**src/hdl/cobp_pkg.sv**
```systemverilog
// Package for the cascaded one-pole band-pass unit.
// Holds the sequencer state type, the shared-unit control struct and fixed constants.
// No dependencies.
package cobp_pkg;

  // extra fraction bits carried by every stage value
  localparam int STATE_FRAC = 8;
  // width of the pole count register
  localparam int POLE_W = 4;
  // pole count after reset
  localparam logic [POLE_W-1:0] POLE_RESET = 4'd4;

  // sequencer states
  typedef enum logic [1:0] {
    ST_IDLE,
    ST_MUL,
    ST_UPD,
    ST_OUT
  } cobp_state_t;

  // control for the shared multiply and update unit
  typedef struct packed {
    logic mul_en;   // capture stage value and register the product
    logic use_low;  // second cascade: use the low gain
  } cobp_mac_ctrl_t;

endpackage

```
**src/hdl/cascaded_one_pole_bandpass_unit.sv**
```systemverilog
// Cascaded one-pole band-pass: top level with sequencer, stage RAM and shared stage unit.
// Depends on cobp_pkg, cobp_ram and cobp_mac.
//
// Each accepted beat runs pole_count (capped at MAX_STAGES) one-pole stages with the high
// gain, then as many with the low gain, on one shared multiply unit, and returns first minus
// second cascade at sample scale. Each stage has two steps: ST_MUL takes the registered RAM
// read and registers the product, ST_UPD forms the update and writes it back. After the
// last stage ST_OUT loads the result register, and the next beat is taken in ST_IDLE. An
// unconnected, out-of-range or zero-pole item goes from ST_IDLE straight to ST_OUT and
// leaves the stage values and their valid bits alone. The input is ready only between
// items; a finished result waits in the output register while the next beat is accepted,
// and if that register is still full when the next result is done, the sequencer holds
// until it is taken. Stage values live in one RAM with a valid bit per entry that reset
// clears, so there is no clearing pass. Write pole_count only while the unit is idle.
module cascaded_one_pole_bandpass_unit
  import cobp_pkg::*;
#(
  parameter int MAX_STAGES     = 8,
  parameter int NUM_CHANNELS   = 2,
  parameter int SAMPLE_BITS    = 24,
  parameter int GAIN_FRAC_BITS = 16
) (
  input  logic                          clk,
  input  logic                          rst_n,
  // input channel
  input  logic                          in_valid,
  output logic                          in_ready,
  input  logic                          in_channel,
  input  logic                          in_connected,
  input  logic signed [SAMPLE_BITS-1:0] in_sample,
  input  logic [GAIN_FRAC_BITS:0]       in_high_gain,
  input  logic [GAIN_FRAC_BITS:0]       in_low_gain,
  // result channel
  output logic                          out_valid,
  input  logic                          out_ready,
  output logic                          out_channel,
  output logic signed [SAMPLE_BITS:0]   out_band,
  // configuration
  input  logic                          cfg_we,
  input  logic [POLE_W-1:0]             cfg_wdata
);

  localparam int STATE_W = SAMPLE_BITS + STATE_FRAC;
  localparam int DEPTH   = 2 * NUM_CHANNELS * MAX_STAGES;
  localparam int AW      = $clog2(DEPTH);
  localparam int SW      = $clog2(MAX_STAGES + 1);
  localparam logic [GAIN_FRAC_BITS:0] GAIN_ONE = {1'b1, {GAIN_FRAC_BITS{1'b0}}};

  // RAM address of one stage value
  function automatic logic [AW-1:0] addr_of(input logic casc, input logic ch,
                                            input logic [SW-1:0] stage);
    addr_of = AW'((32'(casc) * NUM_CHANNELS + 32'(ch)) * MAX_STAGES + 32'(stage));
  endfunction

  cobp_state_t state_r, state_nxt;

  logic [POLE_W-1:0]         pole_count_r;
  logic [DEPTH-1:0]          valid_r, valid_nxt;
  logic                      ch_r, ch_nxt;
  logic                      casc_r, casc_nxt;
  logic [SW-1:0]             stage_r, stage_nxt;
  logic [SW-1:0]             n_r, n_nxt;
  logic signed [STATE_W-1:0] x_r, x_nxt;
  logic signed [STATE_W-1:0] a_r, a_nxt;
  logic [GAIN_FRAC_BITS:0]   gh_r, gh_nxt;
  logic [GAIN_FRAC_BITS:0]   gl_r, gl_nxt;
  logic signed [SAMPLE_BITS:0] band_r, band_nxt;

  logic                        out_valid_r, out_valid_nxt;
  logic                        out_channel_r;
  logic signed [SAMPLE_BITS:0] out_band_r;

  logic                      accept;
  logic                      active_in;
  logic [SW-1:0]             n_in;
  logic                      last_stage;
  logic                      slot_free;
  logic                      out_load;
  logic                      ram_we, ram_re;
  logic [AW-1:0]             wr_addr, rd_addr;
  logic [STATE_W-1:0]        ram_rdata;
  logic signed [STATE_W-1:0] s_cur, s_new;
  logic signed [STATE_W:0]   band_diff;
  cobp_mac_ctrl_t            mac_ctrl;

  // item decode
  always_comb begin
    accept     = in_valid && in_ready;
    n_in       = (32'(pole_count_r) > MAX_STAGES) ? SW'(MAX_STAGES) : SW'(pole_count_r);
    active_in  = in_connected && (32'(in_channel) < NUM_CHANNELS) && (n_in != '0);
    last_stage = (stage_r + SW'(1)) == n_r;
    slot_free  = !out_valid_r || out_ready;
  end

  // next state
  always_comb begin
    state_nxt = state_r;
    unique case (state_r)
      ST_IDLE: begin
        if (accept) begin
          state_nxt = active_in ? ST_MUL : ST_OUT;
        end
      end
      ST_MUL:  state_nxt = ST_UPD;
      ST_UPD:  state_nxt = (last_stage && casc_r) ? ST_OUT : ST_MUL;
      ST_OUT: begin
        if (slot_free) begin
          state_nxt = ST_IDLE;
        end
      end
      default: state_nxt = ST_IDLE;
    endcase
  end

  // sequencer outputs
  always_comb begin
    in_ready         = 1'b0;
    mac_ctrl.mul_en  = 1'b0;
    mac_ctrl.use_low = casc_r;
    ram_we           = 1'b0;
    out_load         = 1'b0;
    unique case (state_r)
      ST_IDLE: in_ready = 1'b1;
      ST_MUL:  mac_ctrl.mul_en = 1'b1;
      ST_UPD:  ram_we = 1'b1;
      ST_OUT:  out_load = slot_free;
      default: in_ready = 1'b0;
    endcase
    ram_re = (state_nxt == ST_MUL);
  end

  // working registers
  always_comb begin
    ch_nxt    = ch_r;
    casc_nxt  = casc_r;
    stage_nxt = stage_r;
    n_nxt     = n_r;
    x_nxt     = x_r;
    a_nxt     = a_r;
    gh_nxt    = gh_r;
    gl_nxt    = gl_r;
    band_nxt  = band_r;
    valid_nxt = valid_r;
    band_diff = $signed({a_r[STATE_W-1], a_r}) - $signed({s_new[STATE_W-1], s_new});
    if (accept) begin
      ch_nxt    = in_channel;
      casc_nxt  = 1'b0;
      stage_nxt = '0;
      n_nxt     = n_in;
      x_nxt     = $signed({in_sample, {STATE_FRAC{1'b0}}});
      gh_nxt    = (in_high_gain > GAIN_ONE) ? GAIN_ONE : in_high_gain;
      gl_nxt    = (in_low_gain > GAIN_ONE) ? GAIN_ONE : in_low_gain;
      band_nxt  = '0;
    end
    if (state_r == ST_UPD) begin
      x_nxt              = s_new;
      valid_nxt[wr_addr] = 1'b1;
      if (last_stage) begin
        stage_nxt = '0;
        if (!casc_r) begin
          casc_nxt = 1'b1;
          a_nxt    = s_new;
        end else begin
          band_nxt = band_diff[STATE_W:STATE_FRAC];
        end
      end else begin
        stage_nxt = stage_r + SW'(1);
      end
    end
  end

  // output register
  always_comb begin
    out_valid_nxt = out_valid_r;
    if (out_valid_r && out_ready) begin
      out_valid_nxt = 1'b0;
    end
    if (out_load) begin
      out_valid_nxt = 1'b1;
    end
  end

  // control registers
  always_ff @(posedge clk) begin
    if (!rst_n) begin
      state_r      <= ST_IDLE;
      pole_count_r <= POLE_RESET;
      valid_r      <= '0;
      out_valid_r  <= 1'b0;
    end else begin
      state_r     <= state_nxt;
      valid_r     <= valid_nxt;
      out_valid_r <= out_valid_nxt;
      if (cfg_we) begin
        pole_count_r <= cfg_wdata;
      end
    end
  end

  // payload registers
  always_ff @(posedge clk) begin
    ch_r    <= ch_nxt;
    casc_r  <= casc_nxt;
    stage_r <= stage_nxt;
    n_r     <= n_nxt;
    x_r     <= x_nxt;
    a_r     <= a_nxt;
    gh_r    <= gh_nxt;
    gl_r    <= gl_nxt;
    band_r  <= band_nxt;
    if (out_load) begin
      out_channel_r <= ch_r;
      out_band_r    <= band_r;
    end
  end

  // stage value storage; entries never written read as zero
  assign wr_addr = addr_of(casc_r, ch_r, stage_r);
  assign rd_addr = addr_of(casc_nxt, ch_nxt, stage_nxt);
  assign s_cur   = valid_r[wr_addr] ? $signed(ram_rdata) : '0;

  cobp_ram #(
    .WIDTH (STATE_W),
    .DEPTH (DEPTH)
  ) u_ram (
    .clk   (clk),
    .we    (ram_we),
    .waddr (wr_addr),
    .wdata (s_new),
    .re    (ram_re),
    .raddr (rd_addr),
    .rdata (ram_rdata)
  );

  cobp_mac #(
    .STATE_W        (STATE_W),
    .GAIN_FRAC_BITS (GAIN_FRAC_BITS)
  ) u_mac (
    .clk       (clk),
    .ctrl      (mac_ctrl),
    .x         (x_r),
    .s         (s_cur),
    .high_gain (gh_r),
    .low_gain  (gl_r),
    .s_new     (s_new)
  );

  assign out_valid   = out_valid_r;
  assign out_channel = out_channel_r;
  assign out_band    = out_band_r;

`ifndef SYNTHESIS
  // an update is always followed by the next product or by the result
  a_upd_next: assert property (@(posedge clk) disable iff (!rst_n)
    (state_r == ST_UPD) |=> (state_r == ST_MUL || state_r == ST_OUT))
    else $error("update not followed by product or result");

  // the stage counter stays below the pole count while filtering
  a_stage_range: assert property (@(posedge clk) disable iff (!rst_n)
    (state_r == ST_MUL) |-> (stage_r < n_r))
    else $error("stage index beyond pole count");

  // an unconnected beat goes straight to the result and leaves the valid bits alone
  a_unconn_skip: assert property (@(posedge clk) disable iff (!rst_n)
    (in_valid && in_ready && !in_connected) |=> (state_r == ST_OUT && $stable(valid_r)))
    else $error("unconnected beat entered the filter");
`endif

endmodule

```
**src/hdl/cobp_ram.sv**
```systemverilog
// Generic single-write, single-read RAM with registered read data.
// Used for the per-channel stage values. No dependencies.
module cobp_ram #(
  parameter int WIDTH = 32,
  parameter int DEPTH = 32
) (
  input  logic                     clk,
  input  logic                     we,
  input  logic [$clog2(DEPTH)-1:0] waddr,
  input  logic [WIDTH-1:0]         wdata,
  input  logic                     re,
  input  logic [$clog2(DEPTH)-1:0] raddr,
  output logic [WIDTH-1:0]         rdata
);

  logic [WIDTH-1:0] mem_r [DEPTH];
  logic [WIDTH-1:0] rdata_r;

  // write port
  always_ff @(posedge clk) begin
    if (we) begin
      mem_r[waddr] <= wdata;
    end
  end

  // registered read port
  always_ff @(posedge clk) begin
    if (re) begin
      rdata_r <= mem_r[raddr];
    end
  end

  assign rdata = rdata_r;

endmodule

```
**src/hdl/cobp_mac.sv**
```systemverilog
// Shared one-pole stage unit: registers g*(x-s), then forms s + floor(p / 2^GAIN_FRAC_BITS).
// Depends on cobp_pkg for the control struct.
module cobp_mac
  import cobp_pkg::*;
#(
  parameter int STATE_W        = 32,
  parameter int GAIN_FRAC_BITS = 16
) (
  input  logic                        clk,
  input  cobp_mac_ctrl_t              ctrl,
  input  logic signed [STATE_W-1:0]   x,
  input  logic signed [STATE_W-1:0]   s,
  input  logic [GAIN_FRAC_BITS:0]     high_gain,
  input  logic [GAIN_FRAC_BITS:0]     low_gain,
  output logic signed [STATE_W-1:0]   s_new
);

  localparam int D_W = STATE_W + 1;
  localparam int P_W = D_W + GAIN_FRAC_BITS + 2;

  logic signed [STATE_W-1:0] s_r;
  logic signed [P_W-1:0]     prod_r;
  logic [GAIN_FRAC_BITS:0]   gain;
  logic signed [D_W-1:0]     diff;
  logic signed [P_W-1:0]     prod_nxt;

  // gain select and exact difference
  always_comb begin
    gain     = ctrl.use_low ? low_gain : high_gain;
    diff     = $signed({x[STATE_W-1], x}) - $signed({s[STATE_W-1], s});
    prod_nxt = $signed({1'b0, gain}) * diff;
  end

  // product register
  always_ff @(posedge clk) begin
    if (ctrl.mul_en) begin
      s_r    <= s;
      prod_r <= prod_nxt;
    end
  end

  // arithmetic shift drops the low bits, i.e. floors
  assign s_new = STATE_W'(s_r + (prod_r >>> GAIN_FRAC_BITS));

endmodule
```
**config.mk**
```make
export PLATFORM = sky130hd
export DESIGN_NAME = cascaded_one_pole_bandpass_unit
export DESIGN_NICKNAME = d
export VERILOG_FILES = /design/src/hdl/cobp_pkg.sv /design/src/hdl/cascaded_one_pole_bandpass_unit.sv /design/src/hdl/cobp_ram.sv /design/src/hdl/cobp_mac.sv
export SDC_FILE = /design/constraint.sdc
export NUM_CORES = 2
export LEC_CHECK = 0
export ABC_AREA = 1
export BUFFER_PORTS_ARGS = -buffer_cell sky130_fd_sc_hd__buf_2
export CORE_ASPECT_RATIO = 0.8
export CORE_UTILIZATION = 46
export CTS_CLUSTER_DIAMETER = 40
export DETAILED_ROUTE_END_ITERATION = 7
export GPL_TIMING_DRIVEN = 0
export REMOVE_ABC_BUFFERS = 1
export SLEW_MARGIN = 5
export SYNTH_ARGS = -nofsm -noshare
export SYNTH_HDL_FRONTEND = slang
export SYNTH_SLANG_ARGS = --single-unit
export TNS_END_PERCENT = 1
```
**constraint.sdc**
```tcl
create_clock -name clk -period 8.3 [get_ports clk]
set_input_delay 0.83 -clock clk [delete_from_list [all_inputs] [get_ports clk]]
set_output_delay 0.83 -clock clk [all_outputs]
set_load 0.01 [all_outputs]
```
Yosys cells after proc, flatten, opt, wreduce, memory -nomap -nowiden:

Memory sizes are Yosys's and may differ from the RTL's. A register that Yosys moved wholly into a read port is not among the register bits.
Cells that the tools add are included.

* reductions and logical operators: 12
* multiply operators: 1
* add/sub/neg operators: 8
* muxes and demuxes: 34
* bitwise logic cells: 2
* equality and inequality tests: 5
* $lt $le $gt $ge: 5

Operators by type and width (count)
* two-way mux 25 bit: 4
* two-way mux 32 bit: 3
* subtractor 32 x 32 -> 33 bit: 2
* multiplier 18 x 33 -> 48 bit: 1
* > comparator 17 bit, second input constant: 2
* adder 32 bit: 1
* OR 32 bit: 1
* two-way mux 17 bit: 1
* two-way mux 4 bit: 4
* two-way mux 1 bit: 15
* adder 5 x 4 -> 5 bit: 2
* two-way mux 2 bit: 4
* case mux 2 bit (4 select lines): 1
* < comparator 5 x 6 -> 1 bit, second input constant: 1
* binary-select mux 1 bit (select 5 bit): 1
* demux 1 bit (select 5 bit): 1
* >= comparator 5 x 1 -> 1 bit, second input constant: 1
* logical AND 1 bit: 5
* adder 2 x 1 -> 2 bit: 2
* adder 4 x 1 -> 4 bit, second input constant: 1
* == test 2 x 1 -> 1 bit, second input constant: 2
* == test 2 bit, second input constant: 2
* == test 4 bit: 1
* > comparator 4 bit, second input constant: 1
* other kinds (7): 8

* memory bits (writable): 1024
* memories kept: 1
* flip-flop bits (word level): 278
* output and inout port bits: 28

Memory list
* u_ram.mem_r: depth 32, width 32, read ports 1, clocked after memory_dff 1, write ports 1, RTL line cobp_ram.sv:16 `logic [WIDTH-1:0] mem_r [DEPTH];`

Depth between registers and ports, before layout:

* depth in word-level cells: 9
* depth in mapped cells: 54
* gate-level depth less buffers: 50

Hierarchy:

From an unflattened synthesis, not the netlist that was laid out.

* cells, all modules: 7725
* area total of the unflattened synthesis: 76804.9 um^2

By module, submodules not included
* cobp_ram: times used 1, cells an instance 3536, area each 42726.0 um^2
* cobp_mac: times used 1, cells an instance 3084, area each 24488.5 um^2
* cascaded_one_pole_bandpass_unit: times used 1, cells an instance 1105, area each 9590.4 um^2

Least setup slack after synthesis:

No wires, ideal clock.

* kind: register to register
* start: register stage_r[0]
* end: register u_mac.prod_r[47] (data pin)
* data required time: 8048 ps
* path slack: -94 ps
* library setup time: 252 ps
* buffers on the path: 3
* stages on the path, launching flop included: 45
* period minus slack after synthesis: 8394 ps
* data arrival time: 8142 ps
* path through: dfxtp_1 buf_4 inv_1 buf_2 o21ai_0 o22ai_1 a221oi_1 nand2_1 buf_2 inv_1 nor2_1 ha_1 fa_1 inv_1 nand2_1 nand2_1 nand3_1 nand2_1 [9 not listed] inv_1 fa_1 fa_1 fa_1 fa_1 inv_1 fa_1 inv_1 ha_1 nand2_1 nor2_1 inv_1 nor4_1 nand3_1 nand3_1 a21oi_1 nand3_1 nand2_1

* cells in the longest elaborated chain, start to end: 6

Ends and longest elaborated chain
* start: declaration: RTL line cascaded_one_pole_bandpass_unit.sv:61 `logic [SW-1:0] stage_r, stage_nxt;`
* start signal: assignment: RTL line cascaded_one_pole_bandpass_unit.sv:204 `stage_r <= stage_nxt;`
* adder 5 x 4 -> 5 bit: RTL line cascaded_one_pole_bandpass_unit.sv:52 `addr_of = AW'((32'(casc) * NUM_CHANNELS + 32'(ch)) * MAX_STAGES + 32'(stage));`
* binary-select mux 1 bit (select 5 bit): RTL line cascaded_one_pole_bandpass_unit.sv:220 `assign s_cur = valid_r[wr_addr] ? $signed(ram_rdata) : '0;`
* two-way mux 1 bit (not written as such): RTL line cascaded_one_pole_bandpass_unit.sv:220
* two-way mux 32 bit: RTL line cascaded_one_pole_bandpass_unit.sv:220
* via s_cur[0]: RTL line cascaded_one_pole_bandpass_unit.sv:82 `logic signed [STATE_W-1:0] s_cur, s_new;`
* subtractor 32 x 32 -> 33 bit: RTL line cobp_mac.sv:30 `diff = $signed({x[STATE_W-1], x}) - $signed({s[STATE_W-1], s});`
* multiplier 18 x 33 -> 48 bit: RTL line cobp_mac.sv:31 `prod_nxt = $signed({1'b0, gain}) * diff;`
* via u_mac.prod_nxt[47]: RTL line cobp_mac.sv:25 `logic signed [P_W-1:0] prod_nxt;`
* end signal: assignment: RTL line cobp_mac.sv:38 `prod_r <= prod_nxt;`
* end: declaration: RTL line cobp_mac.sv:22 `logic signed [P_W-1:0] prod_r;`

The timed path passes the listed nets, and every way through them passes these cells. The select of a mux whose other input is x is not followed.
A chain may end at the register's enable or synchronous reset.

Final worst setup path:

* start: register stage_r[0]
* end: register u_mac.prod_r[43] (data pin)

The elaborated chain is that of the path after synthesis.

==> impl_results.md <==
- Die height: around 370 um
- DR iter-0 viols: 6292
- Worst Hold Class: input port to flip-flop
- Die area: 174000 sq um
- Final net count: 9187
- Starting Density: 46.5%
- Number of global-route vias before repair: 57400
- Dominant synthesized flop cell: edfxtp_1
- Clk slew on worst S/H paths: 0.06 ns
- Hold_buf cts: 0
- Initial antenna violation count: 5
- TritonCTS clock tree: done
- DRC: 0
- #FFs+latches synth: about 1300
- CP Class: flip-flop to flip-flop
- Family with the most delay on the worst path: adder cells
- Tcrit/Tclk final: 109%
- Clk buf depth: 3
- CTS buffer count: 143
- Via-per-instance ratio: 5.53
- Crit-path max cell delay: 0.58 ns
- Post-synth ARST share: 0%
- Core Area: 170000 sq um
- Max cap viols: 1
- Syn avg cell area: 9.63 sq um
- Layout cells sized above 1: 13.3%
- Worst Setup Start Kind: flip-flop
- Yosys warnings: 0
- First-pass GRT wire length: approximately 370 mm
- Clock skew: 0.0387 ns
- Buf+Inv Stages, Crit Path: 14
- Area grow syn2layout: 17.6%
- H-tree levels: 4
- Root buffer cell: clkbuf_16
- Num ports: 97
- Unique cell type count in the Yosys netlist: 58
- Crit path time final: 9.08 ns
- Vias: 59500
- Critical Path AT: 9.61 ns
- Placed inst area: between 80000 and 90000 sq um
- Failing checks: capacitance limit, setup timing
- Crit. End Element: flip-flop
- Fillers: 14700
- Final setup fails: 30
- Rel. slew slack: 0.467%
- Largest net degree at the start of global routing: about 130
- Number of enable flip-flop cells after synthesis: about 1200
- DRT antenna net count: 0
- Drt total wl: 250 mm
- Std cell rows: ~140
- Final HPWL DP: 170 mm
- Final Hold Vio Count: 0
- # clock sinks: ~1300
- Drt first pass iters: 6
- Seq. cell area: 38900 sq um
- Status: complete, but fails checks
- Post-Syn Instances: 8218
- Required time worst endpoint: 8.83 ns
- Worst-Skew Late Latency: around 0.79 ns
- Multi-input gate area: 36900 sq um
- Critical path peak fanout: 8
- Placer congestion estimate: around 0.96
- RSZ-0062 raised after global routing: true
- Worst-margin pin slew: 1.49 ns
- M2 GR Usage: between 40% and 50%
- Post-route cell area: 93100 sq um
- Fmax: around 110 MHz
- Tot GR Track Use: 28.7%
- Port bufs: 96
- Mapped Area: 79200 sq um
- Critical-path top delay cell: fa_2
- Routed WL per cell: 23.3 um
- Sequential share of the synthesized area: 49.1%
- GRT Max-Usage Layer: met1
- Met3 Use GR: 4.98%
- Global-route met1 utilization: about 43%
- Setup ws final: -0.779 ns
- GR Overflow Total: 0
- Max Slew Vio Count: 0
- DIE WIDTH: 466 um
- CP dominant cell by count: fa_1
-- Yosys cell counts, types with 5 or more instances --
cell type	count	area [sq um]
o21bai_1	17	128
clkinv_1	5	18.8
nand3b_1	260	1950
nor2_2	11	68.8
fa_1	516	10300
nor4_1	15	93.8
o21ai_0	151	756
a31oi_1	18	113
nand2_1	1928	7240
a221oi_1	6	52.6
inv_1	1252	4700
inv_2	8	30.0
clkbuf_1	147	552
dfxtp_1	70	1400
buf_1	20	75.1
or2_2	24	150
buf_2	206	1030
xor2_1	50	438
nor2_1	628	2360
a21oi_1	159	796
nor3_1	21	105
nand2_2	6	37.5
ha_1	210	2630
o21ai_1	9	45.0
nand3_1	1085	5430
a21o_1	26	195
buf_4	7	52.6
nand4_1	22	138
o22ai_1	9	56.3
o21a_1	10	75.1
xnor2_1	28	245
and3_1	5	31.3
edfxtp_1	1248	37500
-- area by class of cell --
| cell class | instances | area share, % |
|---|---|---|
| diodes | 2 | 0.00538 |
| clock buffers | 173 | 4.21 |
| clock inverters | 80 | 0.816 |
| inverters | 1266 | 5.21 |
| multi-input cells | 5255 | 39.7 |
| flip-flops and latches | 1318 | 41.8 |
| well taps | 2260 | 3.04 |
| repair buffers | 407 | 5.23 |
| repair inverters | 1 | 0.00672 |
-- flip-flops by register name (all words and copies together) (netlist names) --
| register | flops |
|---|---|
| u_mac.prod_r | 32 |
| u_mac.s_r | 32 |
| n_r | 4 |
| state_r | 2 |
| u_ram.mem_r | 1024 |
| gh_r | 17 |
| x_r | 32 |
| stage_r | 4 |
| pole_count_r | 4 |
| gl_r | 17 |
| ch_r | 1 |
| out_channel | 1 |
| u_ram.rdata | 32 |
| casc_r | 1 |
| out_band | 25 |
| valid_r | 32 |
| band_r | 25 |
| a_r | 32 |
| out_valid | 1 |
-- logic make-up (layout without fill, tap and decap cells) --
kind of cell	after synthesis	count (layout)	share of synthesized area [%]
xor gates and xnor gates	79	79	0.884
adders and majority gates	726	726	16.4
buffers and inverters	1647	1927	8.18
DFF	1318	1318	49.1
and+or+nand+nor	4019	4021	22.4
other	0	2	0
AOI/OAI and AO/OA	429	429	3.05
-- through the flow --
step	TNS [ns]	hold slack, ns	setup WS (ns)	utilization, %	std cells
2_1_floorplan	-130.34	0.408	-3.58	-	7837
3_3_place_gp	-856.33	0.417	-22.41	47.5	10200
3_5_place_dp	-108.48	0.414	-4.34	49.5	10300
4_1_cts	-12.59	0.211	-0.587	54.1	10700
5_1_grt	-22.63	0.252	-0.987	54.7	10800
6_report	-15.21	0.261	-0.779	54.7	10800
-- metal layers --
metal	routed length, um	up-vias
li1	-	27100
met1	111000	29300
met2	108000	2734
met3	22300	423
met4	8710	4
met5	28	-
-- final timing paths --
path	startpoint	endpoint	slack [ns]	cells past startpoint
hold reg to reg	band_r[12]	out_band[12]	0.42	0
hold / removal	in_high_gain[16]	gh_r[16]	0.26	1
setup / recovery	stage_r[0]	u_mac.prod_r[43]	-0.78	45
setup reg to reg	stage_r[0]	u_mac.prod_r[43]	-0.78	45
-- repair_timing --
item	CTS	global route
endpoints found under the setup margin	32	32
setup buffers	149	36
resized for setup	414	176
pin swaps	142	112
gates cloned	3	1
-- placed cells by master (no fill, tap or decap), types with 58 or more instances in the layout --
master     count
a21oi_1      125
buf_12        87
buf_2         96
buf_4        150
clkbuf_16    150
dfxtp_1       65
edfxtp_1    1248
fa_1         504
ha_1         160
inv_1       1203
nand2_1     1823
nand2_2       58
nand3_1     1071
nand3b_1     260
nor2_1       546
nor2_4        60
o21ai_0      115
Power is not shown: default switching activity piles up to over one toggle a cycle in this logic, so the estimate is an artifact.
